File: src/rtl/core/srms_pkg.sv
// Shared types and constants of the sliding RMS level meter.
`timescale 1ns / 1ps
package srms_pkg;

	localparam int FRAC_W  = 16;
	localparam int LEVEL_W = 16;
	localparam int Q_W     = 64;
	localparam int DB_W    = 27;

	localparam logic signed [DB_W-1:0] DB_PER_LOG2_Q16 = 27'sd50504453;
	localparam logic signed [Q_W-1:0]  FLOOR_Q32 = -(64'sd30720 <<< 32);
	localparam logic signed [Q_W-1:0]  CAL_Q32   = 64'sd50504453 <<< 16;
	localparam logic signed [Q_W-1:0]  ROUND_Q32 = 64'sd1 <<< 31;

	typedef enum logic [2:0] {
		ST_IDLE,
		ST_UPDATE,
		ST_LOG_SUM,
		ST_LOG_WIN,
		ST_MUL,
		ST_PUBLISH
	} ctrl_state_t;

	typedef enum logic [1:0] {
		LG_IDLE,
		LG_NORM,
		LG_MUL,
		LG_ADJ
	} log_state_t;

	typedef struct packed {
		logic load;
		logic update;
		logic log_start;
		logic log_sel_win;
		logic mul;
		logic publish;
	} dp_cmd_t;

	typedef struct packed {
		logic block_end;
		logic sum_zero;
		logic log_done;
		logic out_free;
	} dp_sts_t;

endpackage

File: src/rtl/core/srms_ctrl.sv
// Controller state machine sequencing the meter datapath.
`timescale 1ns / 1ps
module srms_ctrl import srms_pkg::*; (
	input  logic    clk,
	input  logic    arst_n,
	input  logic    in_valid,
	output logic    in_ready,
	output dp_cmd_t cmd,
	input  dp_sts_t sts
);

	ctrl_state_t st_q, st_next;

	always_comb begin
		st_next = st_q;
		case (st_q)
			ST_IDLE:    if (in_valid) st_next = ST_UPDATE;
			ST_UPDATE:  st_next = sts.block_end ? ST_LOG_SUM : ST_IDLE;
			ST_LOG_SUM: begin
				if (sts.sum_zero) st_next = ST_PUBLISH;
				else if (sts.log_done) st_next = ST_LOG_WIN;
			end
			ST_LOG_WIN: if (sts.log_done) st_next = ST_MUL;
			ST_MUL:     st_next = ST_PUBLISH;
			ST_PUBLISH: if (sts.out_free) st_next = ST_IDLE;
			default:    st_next = ST_IDLE;
		endcase
	end

	always_comb begin
		cmd      = '0;
		in_ready = 1'b0;
		case (st_q)
			ST_IDLE: begin
				in_ready = 1'b1;
				cmd.load = in_valid;
			end
			ST_UPDATE:  cmd.update = 1'b1;
			ST_LOG_SUM: cmd.log_start = !sts.sum_zero;
			ST_LOG_WIN: begin
				cmd.log_start   = 1'b1;
				cmd.log_sel_win = 1'b1;
			end
			ST_MUL:     cmd.mul = 1'b1;
			ST_PUBLISH: cmd.publish = sts.out_free;
			default: ;
		endcase
	end

	always_ff @(posedge clk or negedge arst_n) begin
		if (!arst_n) begin
			st_q <= ST_IDLE;
		end else begin
			st_q <= st_next;
		end
	end

endmodule

File: config.mk
export PLATFORM = sky130hd
export DESIGN_NAME = srms_ctrl
export DESIGN_NICKNAME = d
export VERILOG_FILES = /design/src/rtl/core/srms_pkg.sv /design/src/rtl/core/srms_ctrl.sv
export SDC_FILE = /design/constraint.sdc
export NUM_CORES = 1
export LEC_CHECK = 0
export BUFFER_PORTS_ARGS = -buffer_cell sky130_fd_sc_hd__buf_2
export CORE_AREA = 2 2 39 41
export DETAILED_ROUTE_END_ITERATION = 10
export DIE_AREA = 0 0 41 43
export GPL_TIMING_DRIVEN = 0
export PLACE_DENSITY = 0.34
export SETUP_SLACK_MARGIN = 0.15
export SLEW_MARGIN = 20
export SYNTH_ARGS = -nofsm -noshare
export SYNTH_HDL_FRONTEND = slang
export SYNTH_SLANG_ARGS = --single-unit
export TNS_END_PERCENT = 30
File: constraint.sdc
create_clock -name clk -period 1.3 [get_ports clk]
set_input_delay 0.065 -clock clk [delete_from_list [all_inputs] [get_ports clk]]
set_output_delay 0.065 -clock clk [all_outputs]
set_load 0.03 [all_outputs]
Word-level counts from Yosys, hierarchy flattened
Cells that the tools add are included.

cells by class
  reduce and logical (&&, ||, !) cells = 3
  equal/unequal tests = 9
  muxes and demuxes = 14

operators with widths
  kind                                            count
  case mux 3 bit (6 select lines)                 1
  2-to-1 mux 3 bit                                5
  == test 3 x 2 -> 1 bit (second input constant)  2
  == test 3 bit (second input constant)           2
  2-to-1 mux 1 bit                                6
  inequality test 2 bit (second input constant)   3
  AND reduction 4 bit                             1
  == test 3 x 1 -> 1 bit (second input constant)  1
  logical NOT 3 bit                               1
  inequality test 3 bit (second input constant)   1
  2-to-1 mux 2 bit                                1
  case mux 1 bit (2 select lines)                 1
  logical NOT 1 bit                               1

storage, ports and cells
  output and inout bits = 7
  word-level logic and storage cells = 27
  input port bits = 7
  register bits = 3

Logic depth before layout (Yosys ltp)
  word-level depth = 3
  depth in mapped cells = 3
  gate-level depth less buffers = 3

Worst setup path before layout
No wires, ideal clock.

  kind = flip-flop to output port
  start = register st_q[0]
  end = output port cmd[5] (netlist name)
  cell stages (with the launch flop) = 3
  path slack = -0.341 ns
  required time = 1.235 ns
  buffers on the path = 0
  data arrival time = 1.576 ns
  cells stage by stage = dfrtp_1 nor3_1 and2_1

RTL lines
  what                    line             RTL
  start, declared         srms_ctrl.sv:12  ctrl_state_t st_q, st_next;
  start signal, assigned  srms_ctrl.sv:54  st_q <= st_next;
  end, declared           srms_ctrl.sv:8   output dp_cmd_t cmd,

Worst setup path after layout
  start = register st_q[1]
  end = register st_q[0]

on the way
  word-level cells in the longest chain between the ends = 3
  elaborated cells between the ends (all ways) = 12
  those cells by class = 9 x eq/ne; 1 x mux; 2 x reduce/logical

ends and longest elaborated chain
  what                                                                      line             RTL
  == test 3 x 2 -> 1 bit, or another cell as far along                      srms_ctrl.sv:16  case (st_q)
  inequality test 3 bit (no line) or inequality test 2 bit (tied branches)  -
  AND reduction 4 bit (no line)                                             -

Several ways; a longest one is shown, not always the timed one.
A chain may end at the register's enable or synchronous reset.

==> results.md <==
- Final hold viol count: 0
- Number of buffer cells added on primary ports: 13
- CTS tree: yes
- I/O pin total: 14
- Biggest registers after layout: st_q: 3 flops
- Actual slew at the worst max-slew pin: 0.208 ns
- Met3 wirelength from detailed routing: 50 µm
- Post-placement cell area: 324 µm²
- First-pass GRT wire length: 1.02 mm
- Number of fill cells in the layout: 160
- Via count of the first global-routing pass: 266
- Power per cell area: 2670 nW/µm²
- Antenna cells: 0
- GRT overflow: 0
- IR Drop Worst-Case VDD: 0.690 mV
- Core Box Area: 1380 µm²
- Critical Path Start Type: register
- Worst slew margin: 86.1%
- Fraction of power spent switching nets: 44.8%
- Psw: 547 µW
- Fin util: 33.1%
- Arrival time at the worst endpoint: 1.41 ns
- Deepest clock path buffer count: 2
- CTS Sinks: 3
- Post-route minimum period: 1.28 ns
- Std cell rows: 14
- Antenna violations before repair: 0
- Max-slew violations: 0
- Part of the total power dissipated in combinational logic: 67.8%
- Achievable clock frequency: 0.782 GHz
- Violation count after the first detailed-routing iteration: 6
- Total power of the final layout: 1220 µW
- Design area: 458 µm²
- Instance count of the mapped netlist: 28
- Number of warnings issued by yosys: 0
- Number of nets still failing antenna checks after routing: 0
- Number of violations of the max-capacitance limit: 0
- Detailed route wirelength on metal2: 323 µm
- Routed wire per std cell: 9.51 µm
- RSZ-0062 raised after global routing: true
- Pin count of the biggest net entering global routing: 9
- H-Tree Level Count: 1
- Horizontal die dimension: 41 µm
- CP Capture Type: register
- Cell count after placement: 57
- Number of synthesized register bits: 3
- Clk_lat worst skew: 0.23 ns
- Fraction of the yosys area taken by sequential cells: 33.7%
- DP Wirelength: 444 µm
- Worst-path clk slew: 0.04 ns
- Final std cells w/o fill: 67
- Part of the power in the clock network: 13.0%
- Sequential power share: 19.2%
- Post-Synthesis Cell Area: 223 µm²
- Status: completed
- RD Place Congestion: 0.652
- Final #Nets: 59
- Met1 Wirelength: 263 µm
- Worst Setup Path Type: register to register
- Worst setup skew after layout: 0.000708 ns
- Die Height: 43 µm
- Uppermost layer routed: met3
- Routed via count: 273
- Leakage power of the design: 0.000227 µW
- Root cell of the clock tree: sky130_fd_sc_hd__clkbuf_4
- Top reg by flops: st_q
- Post-route clock period utilization: 98.3%
- Fraction of layout instances using a drive strength above 1: 64.7%
- Flip-flop count of the largest register, all copies and words added: 3
- Final Routed Wirelength: 637 µm
- Path class of the lowest-slack min-delay path: input pin to register
- Num CTS Buffers: 3
- All-layer global routing usage: 8.45%
- Starting density of the core: 16.1%
- WP data required: 1.43 ns
- Int Power: 676 µW
- Crit path max fanout: 6
- Mean number of vias per cell: 4.07
- Die footprint: 1760 µm²
- Remaining routing DRC violations: 0
- Number of iterations in the first detailed-routing pass: 2
- Synth-to-layout area growth: 106%
- Distinct cells, synth: 16
- Count of endpoints failing setup in the final report: 0
- Post-Synthesis Net Count: 35
- Tightest hold margin: 0.143 ns
- Average size of a mapped cell: 7.95 µm²
power by group through the flow:
stage | registers (µW) | clock network (µW) | logic, µW
after floorplan | 221 | 0 | 425
after detailed placement | 248 | 0 | 542
after global routing | 249 | 177 | 897
after global placement | 246 | 0 | 541
final | 234 | 159 | 829
after CTS | 237 | 167 | 694
synthesized netlist by cell type:
cell / instances / area (µm²)
sky130_fd_sc_hd__and2_1: 1 / 6.26
sky130_fd_sc_hd__nor2b_1: 1 / 6.26
sky130_fd_sc_hd__o31ai_2: 1 / 12.5
sky130_fd_sc_hd__nand2_1: 1 / 3.75
sky130_fd_sc_hd__nand2b_2: 1 / 8.76
sky130_fd_sc_hd__a21o_2: 1 / 8.76
sky130_fd_sc_hd__a21oi_1: 2 / 10.0
sky130_fd_sc_hd__nor3_1: 2 / 10.0
sky130_fd_sc_hd__mux2_4: 1 / 15.0
sky130_fd_sc_hd__o21ai_0: 1 / 5.00
sky130_fd_sc_hd__nor2_1: 6 / 22.5
sky130_fd_sc_hd__nand2b_1: 3 / 18.8
sky130_fd_sc_hd__inv_1: 2 / 7.51
sky130_fd_sc_hd__dfrtp_1: 3 / 75.1
sky130_fd_sc_hd__nand3_1: 1 / 5.00
sky130_fd_sc_hd__or2b_1: 1 / 7.51
critical path, stage by stage, from the launching register on:
cell	delay, ns
sky130_fd_sc_hd__dfrtp_2	0.45
sky130_fd_sc_hd__buf_6	0.14
sky130_fd_sc_hd__nand2b_4	0.06
sky130_fd_sc_hd__mux2_4	0.31
sky130_fd_sc_hd__o31ai_4	0.22
kinds of logic (layout without fill, tap and decap cells):
family	Yosys count	after routing	share of synthesized area (%)
buffers and inverters	2	25	3.37
AND/OR/NAND/NOR	17	17	39.9
flip-flops	3	3	33.7
multiplexers	1	1	6.74
AO/OA/AOI/OAI	5	5	16.3
layout make-up:
type | instances | area (µm²) | share of cell area, %
multi-input cells | 23 | 184 | 40.2
repair buffers | 19 | 141 | 30.9
flip-flops and latches | 3 | 78.8 | 17.2
clock buffers | 4 | 26.3 | 5.74
well taps | 16 | 20.0 | 4.37
inverters | 2 | 7.51 | 1.64
layer usage:
layer  vias to the layer above  global-route usage [%]
li1                        139                       -
met1                       122                    10.7
met2                        12                    12.8
met3                         0                    2.09
met4                         0                    4.00
met5                         -                       0
through the flow:
step	worst slack, ns	TNS (ns)
2_1_floorplan	0.0602	0
3_3_place_gp	0.0561	0
3_5_place_dp	0.0377	0
4_1_cts	0.0142	0
5_1_grt	-0.0355	-0.0861
6_report	0.0218	0
cell usage in the layout, fill, tap and decap left out, drive strengths merged:
cell / n
nand2: 1
nand3: 1
a21o: 1
nor2: 6
nor2b: 1
a21oi: 2
o31ai: 1
dfrtp: 3
and2: 1
nor3: 2
or2b: 1
buf: 16
dlygate4sd3: 1
nand2b: 4
clkbuf: 6
mux2: 1
o21ai: 1
inv: 2
timing repair:
action	CTS	global route
buffers inserted	5	0
hold buffers	1	0
setup endpoints to repair	8	10
gates resized for setup	7	15
pin swaps	1	1
hold endpoints to repair	3	0
worst paths after layout:
path	slack [ns]	to	cells past startpoint	start
setup / recovery	0.02	st_q[0]	4	st_q[1]
hold reg to reg	0.61	st_q[1]	2	st_q[2]
max in group asynchronous	1.03	st_q[1]	2	arst_n
setup reg to reg	0.02	st_q[0]	4	st_q[1]
hold / removal	0.14	st_q[1]	4	sts[2]
min in group asynchronous	0.16	st_q[0]	2	arst_n
Power figures use the tool's default switching activity.
